`config.mk`:
```
export PLATFORM = sky130hd
export DESIGN_NAME = ohs_probe_unit
export DESIGN_NICKNAME = d
export VERILOG_FILES = /design/src/design/ohs_pkg.sv /design/src/design/ohs_probe_unit.sv
export SDC_FILE = /design/constraint.sdc
export NUM_CORES = 1
export LEC_CHECK = 0
export ABC_AREA = 1
export BUFFER_PORTS_ARGS = -buffer_cell sky130_fd_sc_hd__buf_2
export CORE_ASPECT_RATIO = 1.2
export CORE_MARGIN = 8
export CORE_UTILIZATION = 23
export DETAILED_ROUTE_END_ITERATION = 6
export PLACE_DENSITY_LB_ADDON = 0.3
export SYNTH_ARGS = -nofsm -noshare
export SYNTH_HDL_FRONTEND = slang
export SYNTH_SLANG_ARGS = --single-unit
```
`constraint.sdc`:
```
create_clock -name vclk -period 5.1
set_input_delay 0.51 -clock vclk [all_inputs]
set_output_delay 0.51 -clock vclk [all_outputs]
set_load 0.03 [all_outputs]
```
`src/design/ohs_pkg.sv`:
```
// Shared constants and types of the open-addressing hash set.
package ohs_pkg;

  localparam int SLOTS       = 1024;
  localparam int IDX_W       = $clog2(SLOTS);
  localparam int PROBE_LIMIT = SLOTS + 13;
  localparam int PRB_W       = $clog2(PROBE_LIMIT + 1);
  localparam int CNT_W       = 11;
  localparam int KEY_W       = 64;
  localparam int PERT_SHIFT  = 5;
  localparam int WORD_W      = KEY_W + 1;

  localparam logic CMD_INSERT = 1'b0;
  localparam logic CMD_QUERY  = 1'b1;

  localparam logic [CNT_W-1:0] MAX_ENTRIES_RST = CNT_W'(665);

  typedef struct packed {
    logic             valid;
    logic [KEY_W-1:0] key;
  } slot_word_t;

  typedef struct packed {
    logic             wr_en;
    logic [IDX_W-1:0] wr_addr;
    slot_word_t       wr_data;
    logic             rd_en;
    logic [IDX_W-1:0] rd_addr;
  } ram_req_t;

  typedef struct packed {
    logic             empty;
    logic             match;
    logic [IDX_W-1:0] nxt_idx;
    logic [KEY_W-1:0] nxt_perturb;
  } probe_res_t;

endpackage

```
`src/design/ohs_probe_unit.sv`:
```
// Probe step: test a slot against the key and form the next probe index.
module ohs_probe_unit (
  input  ohs_pkg::slot_word_t               slot,
  input  logic [ohs_pkg::KEY_W-1:0]         key,
  input  logic [ohs_pkg::IDX_W-1:0]         idx,
  input  logic [ohs_pkg::KEY_W-1:0]         perturb,
  output ohs_pkg::probe_res_t               res
);

  logic [ohs_pkg::IDX_W-1:0] idx_x4;

  // idx*5 + 1 + perturb, kept to the index width (mask by truncation)
  assign idx_x4          = {idx[ohs_pkg::IDX_W-3:0], 2'b00};
  assign res.empty       = ~slot.valid;
  assign res.match       = slot.valid & (slot.key == key);
  assign res.nxt_idx     = idx + idx_x4 + ohs_pkg::IDX_W'(1)
                         + perturb[ohs_pkg::IDX_W-1:0];
  assign res.nxt_perturb = perturb >> ohs_pkg::PERT_SHIFT;

endmodule

```
==> run metrics, run 1 <==
CP startpoint kind input port; Leakage Power 0.00176 uW; hold path endpoint res[19]; filler instances 1071; Max Cap Viol 0; number of post-CTS setup repair buffers 0; n_diodes 0; Worst setup EP type output pin; antenna violations before repair 0; area of the mapped netlist 2150 um2; first-pass GRT wire length 12300 um; Post-Synthesis Cells 389; hold buffers post-CTS 0; required time worst endpoint 4.59 ns; Routed Antenna Nets 0; # clk buffers 0; Die Y 122 um; switching pwr 208 uW; CP Max Fanout 3; Cell variety after synth 19; clock network fraction of total power 0; Final min period 2.89 ns; Setup violations, final 0; initial core utilization 0.236; largest net degree at the start of global routing 7; final WL 7710 um; power density over the cells 129 nW/um2; Seq pwr share 0; via count 2449; RSZ-0062 raised after global routing no; Final Cell Area 2660 um2; die outline width 104 um; Final Max Slew Viols 0; dpl cell area 2660 um2; Max stage delay on crit path 0.54 ns; vias per inst 3.98; GR Util All Layers 0.115; worst path cell trace buf_2 > inv_1 > fa_1 > inv_1 > fa_1 > nand3_1 > nand2_1 > nand2_1 > nand2_1 > xor2_1 > buf_2; WL/cell 12.5 um; Avg Inst Size Synth 5.52 um2; first-pass detailed-route iteration total 4; crit-path most repeated cell nand2_1; synth top area cells buf_4 (22%), nand2_1 (21%), inv_1 (15%), xnor2_1 (7.8%), fa_1 (7.5%); Synth area leader buf_4; vias in the first global route 2653; final hold violations 0; Comb power frac 1.000; FF+latch area 0 um2; post-CTS resize count 0; data arrival time of the critical path 2.38 ns; global route overflow 0; total power 344 uW; final core occ 0.293; area occupied by multi-input gates 1350 um2; num rows 38; Internal Power 136 uW; Nets 718; post-synth top area share 0.224; FMAX 347 MHz; core area 9080 um2; final worst path period share 0.566; Post-Route Setup TNS 0 ns; DRT iter0 DRCs 53; Hold Startpoint perturb[24]; switching share of power 0.604; Die ar. 12700 um2; sequential cell count 0; port bufs 166; # DRC 0; Area Growth Syn to Fin 24.0%; Seq/Total Area, Yosys 0; hpwl dp 7450 um; WS Path Type input port to output pin; Syn. warnings 0; peak supply drop 0.0000500 V; outcome finished clean; commonest cells in the netlist nand2_1 (121), inv_1 (87), buf_4 (64); Crit-path slowest cell fa_1; Hold WC Path Type input port to output pin; hold depth 0; io pins 279; layout cell share with drive strength beyond 1 0.347; most frequent cell after synthesis nand2_1; Final GP Congestion 0.771
-- routing by layer --
layer	wire, um	share of wire	track usage	vias to the layer above
li1	-	-	-	1286
met1	2790	0.36	0.115	1003
met2	3950	0.51	0.222	128
met3	691	0.090	0.0354	32
met4	282	0.037	0.0390	0
met5	0	0	0	-
-- power groups by stage --
stage,Clock [uW],Combinational (uW),Sequential (uW)
4_1_cts,0,349,0
6_report,0,344,0
2_1_floorplan,0,302,0
5_1_grt,0,386,0
3_5_place_dp,0,348,0
3_3_place_gp,0,344,0
-- how the worst max path moves through the flow --
stage	from	end	depth (start not counted)	slack [ns]
6_report	idx[0]	res[71]	11	2.21
5_1_grt	idx[0]	res[73]	12	2.12
4_1_cts	idx[0]	res[71]	11	2.21
3_5_place_dp	idx[0]	res[71]	11	2.21
3_3_place_gp	idx[0]	res[73]	11	2.24
2_1_floorplan	idx[0]	res[71]	9	2.23
-- metrics by stage --
step	std cells	hold slack, ns	setup slack [ns]
floorplan	393	1.14	2.23
global placement	615	1.02	2.24
detailed placement	615	1.02	2.21
CTS	615	1.02	2.21
global route	615	1.02	2.12
finish	615	1.02	2.21
-- cells in the final DEF (no fill, tap or decap) --
cell      Yosys  final
nand4_2       1      1
buf_2         0    166
xor2_1        9      9
fa_1          8      8
a211oi_2      2      2
xnor2_1      19     19
o21ai_1       2      2
a21oi_2       1      1
inv_1        87     87
inv_2         2      2
nand3_1       9      9
conb_1        1      5
ha_1         10     10
a21oi_1       3      3
nand2_1     121    121
o22ai_1       7      7
nand4_1       5      5
o21ai_0       8      8
nor2_1       30     30
-- area by class of cell --
type,count,area share
timing repair buffer,166,0.312
tap,120,0.0564
inverter,89,0.125
multi-input combinational,240,0.506
-- worst max-delay path: cells and delay by family --
kind	cells	cell delay (ns)
simple gates	4	0.34
fa+ha+maj	2	0.99
xor+xnor	1	0.13
buf+inv	4	0.41
-- cells by family after synthesis --
| kind of cell | share of synthesized area |
|---|---|
| and+or+nand+nor | 0.305 |
| xor gates and xnor gates | 0.114 |
| buffers and inverters | 0.379 |
| AOI/OAI and AO/OA | 0.0664 |
| adders and majority gates | 0.133 |
| other | 0.00175 |
No activity file was read; power rests on OpenSTA's default activity.
==> inputs of run 2 (changes only) <==
--- a/config.mk
+++ b/config.mk
@@ -5,12 +5,11 @@
 export SDC_FILE = /design/constraint.sdc
 export NUM_CORES = 1
 export LEC_CHECK = 0
-export ABC_AREA = 1
+export ABC_AREA = 0
 export BUFFER_PORTS_ARGS = -buffer_cell sky130_fd_sc_hd__buf_2
-export CORE_ASPECT_RATIO = 1.2
-export CORE_MARGIN = 8
-export CORE_UTILIZATION = 23
+export CORE_AREA = 8 8 103 105
 export DETAILED_ROUTE_END_ITERATION = 6
+export DIE_AREA = 0 0 111 113
 export PLACE_DENSITY_LB_ADDON = 0.3
 export SYNTH_ARGS = -nofsm -noshare
 export SYNTH_HDL_FRONTEND = slang
==> constraint.sdc (replaced) <==
create_clock -name vclk -period 2.85
set_input_delay 0.285 -clock vclk [all_inputs]
set_output_delay 0.285 -clock vclk [all_outputs]
set_load 0.03 [all_outputs]
==> run 2 against run 1 <==
- worst setup slack worse by 2.1 ns
- global-route usage decreased by 1.8 points
- worst hold slack lost 0.45 ns
- final area down 13%
- die area down 1.2%
- largest cell class unchanged
- utilization fell by 3.5 points
- count of clock-buffer cells in the layout is the same
- combinational power is 78% higher
- critical endpoint is now res[72]
==> run metrics, run 2 <==
initial core utilization 0.197 (-0.0395); commonest cells after routing, fill and taps aside buf_2 (164), xnor2_1 (40), inv_1 (21); # clk buffers 0 (unchanged); Final min period 2.75 ns; most frequent cell after synthesis buf_4; Synth Area in Compound Gates 0.104 (+0.0376); die outline width 111 um (+6.5%); WS Path Type input port to output pin; synth top area cells buf_4 (27%), xnor2_1 (20%), fa_1 (9.1%), xor2_1 (8.4%), ha_1 (7.1%); Seq/Total Area, Yosys 0 (unchanged); vias per inst 3.97 (-0.28%); CP startpoint perturb[2]; Synth area leader buf_4; FF+latch area 0 um2 (unchanged); outcome finished clean; final core occ 0.259 (-0.0347); worst path cell trace buf_2 > inv_2 > fa_1 > inv_2 > buf_6 > ha_4 > a21o_1 > a211oi_2 > nor2_2 > o41ai_2 > xnor2_1 > buf_4; # DRC 0 (unchanged); Final Max Slew Viols 0 (unchanged); commonest cells in the netlist buf_4 (64), xnor2_1 (40), inv_1 (23); Cell variety after synth 27 (+8); Final GP Congestion 0.750 (-2.7%); area occupied by multi-input gates 1230 um2 (-8.4%); filler instances 1030 (-3.8%); WL/cell 14.7 um (+17%); final hold violations 0 (unchanged); sequential cell count 0 (unchanged); most common cell after layout, fill and taps aside buf_2; first-pass detailed-route iteration total 4 (unchanged); GRT met2 Usage 0.187 (-0.0345); Die ar. 12500 um2 (-1.2%); crit path to res[72]; post-synthesis adder-cell area fraction 0.161 (+0.0285); power density over the cells 264 nW/um2 (+100%); Nets 559 (-22%); GR Util All Layers 0.0972 (-0.0177); io pins 279 (unchanged); final worst path period share 0.965; largest family of logic cells by synthesized area buffers and inverters; vias in the first global route 2079 (-22%); core area 8980 um2 (-1.1%); Worst setup EP type output pin; Area Growth Syn to Fin 31.3%; Max Cap Viol 0 (unchanged); data arrival time of the critical path 2.47 ns (+0.09 ns); xor/xnor share of the synthesized area 0.282 (+0.168); hold slack 0.570 ns (-0.450 ns); Routed Antenna Nets 0 (unchanged); Leakage Power 0.00121 uW (-31%); Die Y 113 um (-7.3%); DRT iter0 DRCs 23 (-57%); largest net degree at the start of global routing 5 (-2); Crit-path slowest cell fa_1; required time worst endpoint 2.57 ns (-2.02 ns); crit-path most repeated cell inv_2; n_diodes 0 (unchanged); via count 1775 (-28%); mux contribution to synthesized area 0 (unchanged); GR Layer Usage met1 0.0968 (-0.0178); number of post-CTS setup repair buffers 0 (unchanged); simple-gate portion of the synthesized area 0.130 (-0.176); port bufs 166 (unchanged); CP startpoint kind input port; CP Max Fanout 2 (-1); final WL 6580 um (-15%); Avg Inst Size Synth 7.79 um2 (+41%); Max stage delay on crit path 0.55 ns (about the same); Hold WC Path Type input port to output pin; area of the mapped netlist 1770 um2 (-18%); global route overflow 0 (unchanged); Post-Synthesis Cells 227 (-42%); layout cell share with drive strength beyond 1 0.524 (+0.176); FMAX 364 MHz; num rows 35 (-7.9%); post-synth top area share 0.272 (+0.0480); most used routing layer met2; peak supply drop 0.0000892 V (+78%); antenna violations before repair 1 (+1); hpwl dp 6370 um (-14%); first-pass GRT wire length 10300 um (-16%); Setup violations, final 0 (unchanged); Syn. warnings 0 (unchanged); met3 usage 0.0360 (+0.000585)
==> run 2: cell count changes in the layout (fill, tap and decap cells not counted), moves of 4 or more <==
cell	before	now
xor2_1	9	17
xnor2_1	19	40
nor2_1	30	5
o21ai_0	8	2
nand3_1	9	1
nand4_1	5	10
nand2b_1	0	9
inv_1	87	21
nor4_1	0	5
buf_4	0	4
nor3_1	0	6
nand2_1	121	0
==> run 2: metal layers <==
| metal | vias up | routed length (um) | part of all wire |
|---|---|---|---|
| met2 | 77 | 3440 | 0.52 |
| met4 | 2 | 99 | 0.015 |
| li1 | 904 | - | - |
| met1 | 778 | 2370 | 0.36 |
| met3 | 14 | 654 | 0.099 |
| met5 | - | 9 | 0.0014 |
==> run 2: cells by family (layout without fill, tap and decap cells) <==
kind of cell / Yosys count / count (layout)
compound gates: 24 / 24
fa+ha+maj: 18 / 18
other cells: 1 / 5
xor+xnor: 57 / 57
buf+inv: 87 / 192
simple gates: 40 / 40
==> run 2: how the worst min path moves through the flow <==
stage	startpoint	end	slack [ns]	cells past startpoint
3_5_place_dp	perturb[16]	res[11]	0.57	0
3_3_place_gp	perturb[16]	res[11]	0.57	0
6_report	perturb[17]	res[12]	0.57	0
4_1_cts	perturb[16]	res[11]	0.57	0
2_1_floorplan	slot[64]	res[75]	0.69	1
5_1_grt	perturb[25]	res[20]	0.57	0
==> run 2: cell type report <==
class | count | area share
well taps | 111 | 0.0598
inverters | 23 | 0.0372
repair buffers | 169 | 0.371
multi-input cells | 144 | 0.532
==> run 2: power breakdown <==
part	internal, uW	switching [uW]
logic	274	338
registers	0	0
clock network	0	0
total	274	338
==> run 2: timing repair <==
item / in CTS / in global routing
endpoints found under the setup margin: 1 / 3
gates cloned: 0 / 0
hold buffers: 0 / 0
gates resized for setup: 1 / 8
endpoints found under the hold margin: 0 / 0
pin swaps: 0 / 7
==> run 2: worst max-delay path: cells and delay by family <==
kind / cells / cell delay, ns
fa+ha+maj: 2 / 0.77
xor+xnor: 1 / 0.16
buf+inv: 5 / 0.46
compound gates: 3 / 0.71
simple gates: 1 / 0.06
==> run 2: metrics by stage <==
| step | power, uW | area [um2] | std cells | setup slack [ns] | TNS (ns) |
|---|---|---|---|---|---|
| after floorplan | 526 | 1780 | 231 | 0.198 | 0 |
| after global placement | 597 | 2290 | 447 | 0.00728 | 0 |
| after detailed placement | 600 | 2290 | 447 | -0.00238 | -0.00238 |
| after CTS | 608 | 2300 | 447 | 0.00994 | 0 |
| after global routing | 670 | 2320 | 447 | -0.00567 | -0.00567 |
| final | 612 | 2320 | 447 | 0.0995 | 0 |
